### src/rtl/core/assert_macros.svh
// assertion macros for the grain voice rtl
`ifndef ASSERT_MACROS_SVH
`define ASSERT_MACROS_SVH

// property checked on every rising clock edge outside reset
`define GGV_ASSERT(lbl, prop, msg) \
  lbl: assert property (@(posedge clk_i) disable iff (!rst_ni) (prop)) else $error(msg);

// same-cycle implication checked outside reset
`define GGV_ASSERT_IMP(lbl, ante, cons, msg) \
  lbl: assert property (@(posedge clk_i) disable iff (!rst_ni) (ante) |-> (cons)) else $error(msg);

// next-cycle implication checked outside reset
`define GGV_ASSERT_NEXT(lbl, ante, cons, msg) \
  lbl: assert property (@(posedge clk_i) disable iff (!rst_ni) (ante) |=> (cons)) else $error(msg);

`endif

### src/rtl/core/ggv_pkg.sv
// types and constants of the grain voice
package ggv_pkg;

  typedef enum logic [2:0] {
    REQ_SRC_WR = 3'd0,
    REQ_WIN_WR = 3'd1,
    REQ_WGT_WR = 3'd2,
    REQ_START  = 3'd3,
    REQ_TICK   = 3'd4
  } ggv_req_e;

  localparam logic [1:0] CFG_NUM_CH  = 2'd0;
  localparam logic [1:0] CFG_BUF_LEN = 2'd1;
  localparam logic [1:0] CFG_WIN_LEN = 2'd2;

  localparam int DIV_NUM_W = 56;
  localparam int DIV_DEN_W = 24;
  localparam int BUF_LEN_W = 21;
  localparam int WIN_M1_W  = 16;
  localparam int MONO_W    = 25;

  typedef struct packed {
    logic                  src_we;
    logic                  win_we;
    logic                  wgt_we;
    logic [15:0]           addr;
    logic signed [23:0]    left;
    logic signed [23:0]    right;
    logic signed [17:0]    coef;
  } ggv_wr_t;

  typedef struct packed {
    logic [31:0]           start;
    logic [23:0]           pitch;
    logic [23:0]           len;
    logic [23:0]           idx;
    logic                  side;
    logic [BUF_LEN_W-1:0]  buf_len;
    logic [WIN_M1_W-1:0]   win_m1;
  } ggv_mono_cmd_t;

  typedef struct packed {
    logic signed [MONO_W-1:0] mono;
    logic [15:0]              gain;
    logic                     active;
    logic [6:0]               num;
  } ggv_chan_cmd_t;

endpackage

### src/rtl/core/ggv_chan.sv
// per-channel weighting, rounding, saturation and result register
module ggv_chan #(
  parameter int MAX_CHANNELS = 64
) (
  input  logic                   clk_i,
  input  logic                   rst_ni,
  input  ggv_pkg::ggv_wr_t       wr_i,
  input  logic                   go_i,
  input  ggv_pkg::ggv_chan_cmd_t cmd_i,
  output logic                   done_o,
  output logic                   out_valid_o,
  input  logic                   out_stall_i,
  output logic [5:0]             channel_o,
  output logic signed [23:0]     out_sample_o,
  output logic                   grain_active_o,
  output logic                   last_o
);
  localparam int CAW = (MAX_CHANNELS > 1) ? $clog2(MAX_CHANNELS) : 1;

  typedef enum logic [4:0] {
    C_IDLE = 5'b00001,
    C_RD   = 5'b00010,
    C_SC   = 5'b00100,
    C_PP   = 5'b01000,
    C_OUT  = 5'b10000
  } chan_state_e;

  chan_state_e state_q;

  logic signed [15:0] wgt_mem [MAX_CHANNELS];
  logic signed [15:0] rd_q;
  ggv_pkg::ggv_chan_cmd_t cmd_q;
  logic [6:0] ch_q;
  logic signed [32:0] scale_q;
  logic signed [41:0] plo_q, phi_q;
  logic signed [59:0] tot, v;
  logic [23:0] v_sat;
  logic is_last, load;

  logic out_valid_q, last_q, act_q;
  logic [5:0] channel_q;
  logic [23:0] sample_q;

  always_ff @(posedge clk_i) begin
    if (wr_i.wgt_we && ({16'd0, wr_i.addr} < 32'(MAX_CHANNELS))) begin
      if (wr_i.coef < -18'sd32768) begin
        wgt_mem[CAW'(wr_i.addr)] <= -16'sd32768;
      end else if (wr_i.coef > 18'sd32767) begin
        wgt_mem[CAW'(wr_i.addr)] <= 16'sd32767;
      end else begin
        wgt_mem[CAW'(wr_i.addr)] <= wr_i.coef[15:0];
      end
    end
    rd_q <= wgt_mem[CAW'(ch_q)];
  end

  assign tot = (60'(phi_q) <<< 16) + 60'(plo_q) + 60'sd33554432;
  assign v   = tot >>> 26;
  always_comb begin
    if (v > 60'sd8388607) begin
      v_sat = 24'h7fffff;
    end else if (v < -60'sd8388608) begin
      v_sat = 24'h800000;
    end else begin
      v_sat = v[23:0];
    end
  end

  assign is_last = (ch_q == cmd_q.num - 7'd1);
  assign load    = (state_q == C_OUT) && (!out_valid_q || !out_stall_i);
  assign done_o  = load && is_last;

  always_ff @(posedge clk_i or negedge rst_ni) begin
    if (!rst_ni) begin
      state_q     <= C_IDLE;
      ch_q        <= '0;
      out_valid_q <= 1'b0;
    end else begin
      if (load) begin
        out_valid_q <= 1'b1;
      end else if (!out_stall_i) begin
        out_valid_q <= 1'b0;
      end
      case (state_q)
        C_IDLE: begin
          if (go_i) begin
            ch_q    <= '0;
            state_q <= C_RD;
          end
        end
        C_RD: state_q <= C_SC;
        C_SC: state_q <= C_PP;
        C_PP: state_q <= C_OUT;
        C_OUT: begin
          if (load) begin
            if (is_last) begin
              state_q <= C_IDLE;
            end else begin
              ch_q    <= ch_q + 7'd1;
              state_q <= C_RD;
            end
          end
        end
        default: state_q <= C_IDLE;
      endcase
    end
  end

  always_ff @(posedge clk_i) begin
    if (go_i && state_q == C_IDLE) begin
      cmd_q <= cmd_i;
    end
    scale_q <= rd_q * $signed({1'b0, cmd_q.gain});
    plo_q   <= cmd_q.mono * $signed({1'b0, scale_q[15:0]});
    phi_q   <= cmd_q.mono * $signed(scale_q[32:16]);
    if (load) begin
      channel_q <= ch_q[5:0];
      sample_q  <= v_sat;
      act_q     <= cmd_q.active;
      last_q    <= is_last;
    end
  end

  assign out_valid_o    = out_valid_q;
  assign channel_o      = channel_q;
  assign out_sample_o   = sample_q;
  assign grain_active_o = act_q;
  assign last_o         = last_q;
endmodule
### config.mk
export PLATFORM = sky130hd
export DESIGN_NAME = ggv_chan
export DESIGN_NICKNAME = d
export VERILOG_FILES = /design/src/rtl/core/assert_macros.svh /design/src/rtl/core/ggv_pkg.sv /design/src/rtl/core/ggv_chan.sv
export SDC_FILE = /design/constraint.sdc
export NUM_CORES = 2
export LEC_CHECK = 0
export ABC_AREA = 1
export BUFFER_PORTS_ARGS = -buffer_cell sky130_fd_sc_hd__buf_2
export CAP_MARGIN = 20
export CORE_AREA = 5 5 390 431
export CTS_BUF_LIST = sky130_fd_sc_hd__clkbuf_8
export CTS_CLUSTER_SIZE = 28
export DETAILED_ROUTE_END_ITERATION = 12
export DIE_AREA = 0 0 395 436
export PLACE_DENSITY = 0.71
export RECOVER_POWER = 100
export SETUP_SLACK_MARGIN = 0.4
export SLEW_MARGIN = 20
export SYNTH_ARGS = -nofsm -noshare
export SYNTH_HDL_FRONTEND = slang
export SYNTH_SLANG_ARGS = --single-unit
### constraint.sdc
create_clock -name clk_i -period 7.4 [get_ports clk_i]
set_input_delay 2.22 -clock clk_i [delete_from_list [all_inputs] [get_ports clk_i]]
set_output_delay 2.22 -clock clk_i [all_outputs]
set_load 0.02 [all_outputs]
# ---- After elaboration in Yosys (flattened, before gate mapping)
# Memories as Yosys holds them, arrays and structs flattened. A register that Yosys moved wholly into a read port is not among the register bits.
# Cells that the tools add are included.
dict set report classes {
  n_bitwise 2
  div 0
  muxes 24
  n_lt_le_gt_ge 5
  multipliers 3
  reduce_logical 10
  n_shift 0
  n_eq_ne 10
  add_sub_neg 4
}
# cell n
set op_table {}
lappend op_table {{25-bit by 17-bit multiplier with 42-bit output} 2}
lappend op_table {{59-bit by 27-bit adder with 60-bit output (second input constant)} 1}
lappend op_table {{58-bit by 42-bit adder with 59-bit output} 1}
lappend op_table {{34-bit by 24-bit greater-than comparator with 1-bit output (second input constant)} 1}
lappend op_table {{34-bit by 24-bit < comparator with 1-bit output (second input constant)} 1}
lappend op_table {{16-bit by 17-bit multiplier with 33-bit output} 1}
lappend op_table {{16-bit two-way mux} 2}
lappend op_table {{5-bit case mux with 5 select lines} 1}
lappend op_table {{24-bit two-way mux} 1}
lappend op_table {{7-bit two-way mux} 3}
lappend op_table {{18-bit by 16-bit greater-than comparator with 1-bit output (second input constant)} 1}
lappend op_table {{18-bit by 16-bit < comparator with 1-bit output (second input constant)} 1}
lappend op_table {{16-bit by 7-bit < comparator with 1-bit output (second input constant)} 1}
lappend op_table {{7-bit case mux with 2 select lines} 1}
lappend op_table {{1-bit two-way mux} 13}
lappend op_table {{5-bit two-way mux} 2}
lappend op_table {{7-bit by 1-bit adder with 7-bit output (second input constant)} 1}
lappend op_table {{7-bit == test} 1}
lappend op_table {{7-bit by 1-bit subtractor with 7-bit output (second input constant)} 1}
lappend op_table {{2-bit inequality test (second input constant)} 3}
lappend op_table {{5-bit by 1-bit == test with 1-bit output (second input constant)} 1}
lappend op_table {{5-bit by 2-bit == test with 1-bit output (second input constant)} 1}
lappend op_table {{5-bit by 3-bit == test with 1-bit output (second input constant)} 1}
lappend op_table {{5-bit by 4-bit == test with 1-bit output (second input constant)} 1}
lappend op_table {{other kinds (10)} 15}
dict set report word_totals {
  ff_bits 211
  rom_bits 0
  latch_bits 0
  ram_bits 1024
  elab_cells 73
  memories 1
}
# memory words word_bits rd rd_ports_with_merged_regs wr line
set mem_list {}
lappend mem_list {wgt_mem 64 16 1 1 1 ggv_chan.sv:30} ;# logic signed [15:0] wgt_mem [MAX_CHANNELS];

# ---- Depth between registers and ports, before layout
dict set report logic_depth {
  word_depth 7
  mapped_depth 29
}

# ---- Worst setup path before layout
# Ideal clock, no wire load.
dict set report synth_path {
  kind {register to register}
  start {register scale_q[5]}
  end {register plo_q[41]}
  path_stages_with_launch 21
  slack_ns 1.730
  setup_ns 0.121
  period_less_slack_ns 5.670
  t_arrival_ns 5.549
  path_buffers 2
  cell_sequence {dfxtp_1 > clkbuf_1 > clkbuf_1 > nand2_1 > fa_1 > inv_1 > fa_1 > fa_1 > inv_1 > fa_1 > inv_1 > fa_1 > fa_1 > ha_1 > a21oi_1 > inv_1 > a31oi_1 > o21ai_0 > a221oi_1 > nand2_1 > xor2_1}
}
dict set report synth_between {
  elab_chain_cells 1
}
# element line
set synth_lines {}
lappend synth_lines {{start: declaration} ggv_chan.sv:34} ;# logic signed [32:0] scale_q;
lappend synth_lines {{start signal: assignment} ggv_chan.sv:113} ;# scale_q <= rd_q * $signed({1'b0, cmd_q.gain});
lappend synth_lines {{25-bit by 17-bit multiplier with 42-bit output} ggv_chan.sv:114} ;# plo_q <= cmd_q.mono * $signed({1'b0, scale_q[15:0]});
lappend synth_lines {{end signal: assignment} ggv_chan.sv:114}
lappend synth_lines {{end: declaration} ggv_chan.sv:35} ;# logic signed [41:0] plo_q, phi_q;
# No other way between the ends.
# A chain may end at the register's enable or synchronous reset.

==> results.yml <==
status:
  status: "finished, violations left"
  violations: "capacitance limit, slew limit"
drt:
  vias: 64018
  drt-vias-per-instance: 5.57
  drc: 0
  dr.pass1.iters: 6
  drt_iter0_drc: 6014
  postRouteAntennaNets: 0
  wl_um: 230000
  wl_per_cell_um: 20.0
cells_and_area:
  final_cell_mix: "inv_1, nand2_1, edfxtp_1"
  syn2layout_area_growth_pct: 7.40
  layout_commonest_cell: "inv_1"
  layout-drive-gt1-share_pct: 5.40
  fin_nets: 10742
synth:
  yosysTopAreaCellShare_pct: 37.2
  netlist_area_um2: 89100
  syn-num-nets: 10690
  ys_ff_latch: 1235
  synthArstFlopShare_pct: 1.05
  ys_seq_area_share_pct: 40.2
  yosys_warnings: 0
  synth.distinct_cells: 55
  syn_avg_cell_area_um2: 9.74
  synthTopCellsByArea: "edfxtp_1, fa_1, inv_1"
  synth-edff-count: 1105
  synthCells: 9145
  yosysTopAreaCell: "edfxtp_1"
  synth_ff_type: "edfxtp_1"
global_route:
  grtUsageTotal_pct: 27.0
  grt_max_degree: 183
  grt_pass1_vias: 66295
  grt_pass1_wl_um: 365000
  grt-ovfl-total: 0
  antenna_found_initial: 4
floorplanning:
  dieHeight_um: 436
  design.core.area_um2: 163000
  die_w_um: 395
  start_util_pct: 54.6
  io_pins: 172
  rows: 156
  dieArea_um2: 172000
worst_setup_path:
  crit_family: "buffers and inverters"
  path_buf_inv: 3
  end_kind: "flop"
  crit_top_cell: "o21ai_0"
  start_kind: "flop"
  slowest_delay_ns: 1.94
  worst-endpoint-required_ns: 8.22
  crit_slowest_cell: "clkbuf_1"
  crit_chain: "clkbuf_1 > clkbuf_2 > buf_4 > o21ai_0 > o221ai_1 > nand3_1 > nand4_1 > o21ai_0 > a21oi_1"
  worst-setup-path-type: "reg2reg"
  arrival_ns: 7.67
  critPathMaxFanout: 81
placed_design:
  dpl.hpwl_um: 160000
  io_buffers: 121
  gp_congestion: 0.911
timing:
  fin_skew_ns: 0.0883
  holdWs_ns: 0.428
  fin_crit_sh_pct: 92.5
  slew-limit-headroom_pct: -190
  finalSetupTns_ns: 0
  finalCriticalPeriod_ns: 6.85
  rsz0062_at_grt: "false"
  worstMarginPinSlew_ns: 4.35
  slew_viol_final: 1168
  clock.fmax_mhz: 146
  timing.final.hold_violations: 0
  setup_violations: 0
clock_network:
  cts-root-buf: "clkbuf_8"
  cts_htree_levels: 4
  clkTransAtPathRegs_ns: 0.07
  cts_tree: "built"
  cts_sinks: 1235
  cts_buffer_depth: 3
  numCtsBuffers: 194
  clk_latency_ns: 0.98
min_path:
  hold_path.class: "reg2reg"
flow_run:
  drv_cap: 25
## stage by stage
stage / instances / cell area (um^2) / setup WS, ns / util (%)
2_1_floorplan: 9145 / 89100 / 1.73 / -
3_3_place_gp: 11130 / 92300 / 0.980 / 56.6
3_5_place_dp: 11131 / 92300 / 0.939 / 56.6
4_1_cts: 11494 / 96200 / 0.870 / 58.9
5_1_grt: 11498 / 95700 / 0.315 / 58.6
6_report: 11503 / 95700 / 0.551 / 58.6
## final cells by class
type	instances	area (um^2)
diodes	6	15.0
clock buffers	200	2750
clock inverters	163	1130
fillers	13768	67500
inverters	1888	7100
multi-input cells	5558	44400
flip-flops and latches	1235	35900
well taps	2133	2670
repair buffers	320	1770
## synthesized netlist by cell type, types with 5 or more instances
cell type,instances
o21ai_0,595
a21boi_0,8
o21bai_1,17
nand4_1,55
buf_1,13
or2_2,19
nor2_2,13
xnor2_1,47
dfrtp_1,12
inv_2,6
dfxtp_1,117
fa_1,999
nand3_1,170
clkbuf_1,414
xor2_1,100
o211ai_1,35
nand2_1,1753
a31oi_1,17
o221ai_1,103
buf_2,33
nor2_1,774
ha_1,408
inv_1,1881
o22ai_1,153
nor3_1,23
nor4_1,12
nand2_2,6
a21o_1,13
o21a_1,5
edfxtp_1,1105
a21oi_1,190
## cell families after synthesis
kind of cell	Yosys count	synth area share [%]
simple gates	2845	12.7
fa+ha+maj	1407	28.2
flops	1235	40.2
xor+xnor	148	1.46
buf+inv	2352	9.99
compound gates	1158	7.47
## per-layer routing
metal  global-route usage, %  part of all wire, %  up-vias
met5                       0               0.0056        -
met3                    5.05                  9.1      477
met1                    36.5                   40    31776
met4                    10.5                  3.9        2
li1                        -                    -    28911
met2                    43.5                   47     2852
## registers in the layout (all words and copies together) (netlist names), 7 cells and up
name	flops
rd_q	16
cmd_q	49
wgt_mem	1024
plo_q	26
scale_q	33
phi_q	42
out_sample_o	24
ch_q	7
## what timing repair did
action	in CTS	in global routing
setup endpoints to repair	0	1
hold buffers	0	0
resized for setup	0	1
buffers inserted	0	0
## worst paths after layout
check	start	end	slack (ns)	cells after the start
max	ch_q[0]	rd_q[12]	0.55	9
min	cmd_q[7]	grain_active_o	0.43	0
max reg2reg	ch_q[0]	rd_q[12]	0.55	9
min reg2reg	cmd_q[7]	grain_active_o	0.43	0
max in group asynchronous	rst_ni	ch_q[2]	5.40	1
min in group asynchronous	rst_ni	ch_q[2]	1.35	1
Power is left out: the tool's default activity adds up to more than one toggle a clock period on the data nets, which glitch-free logic cannot reach.
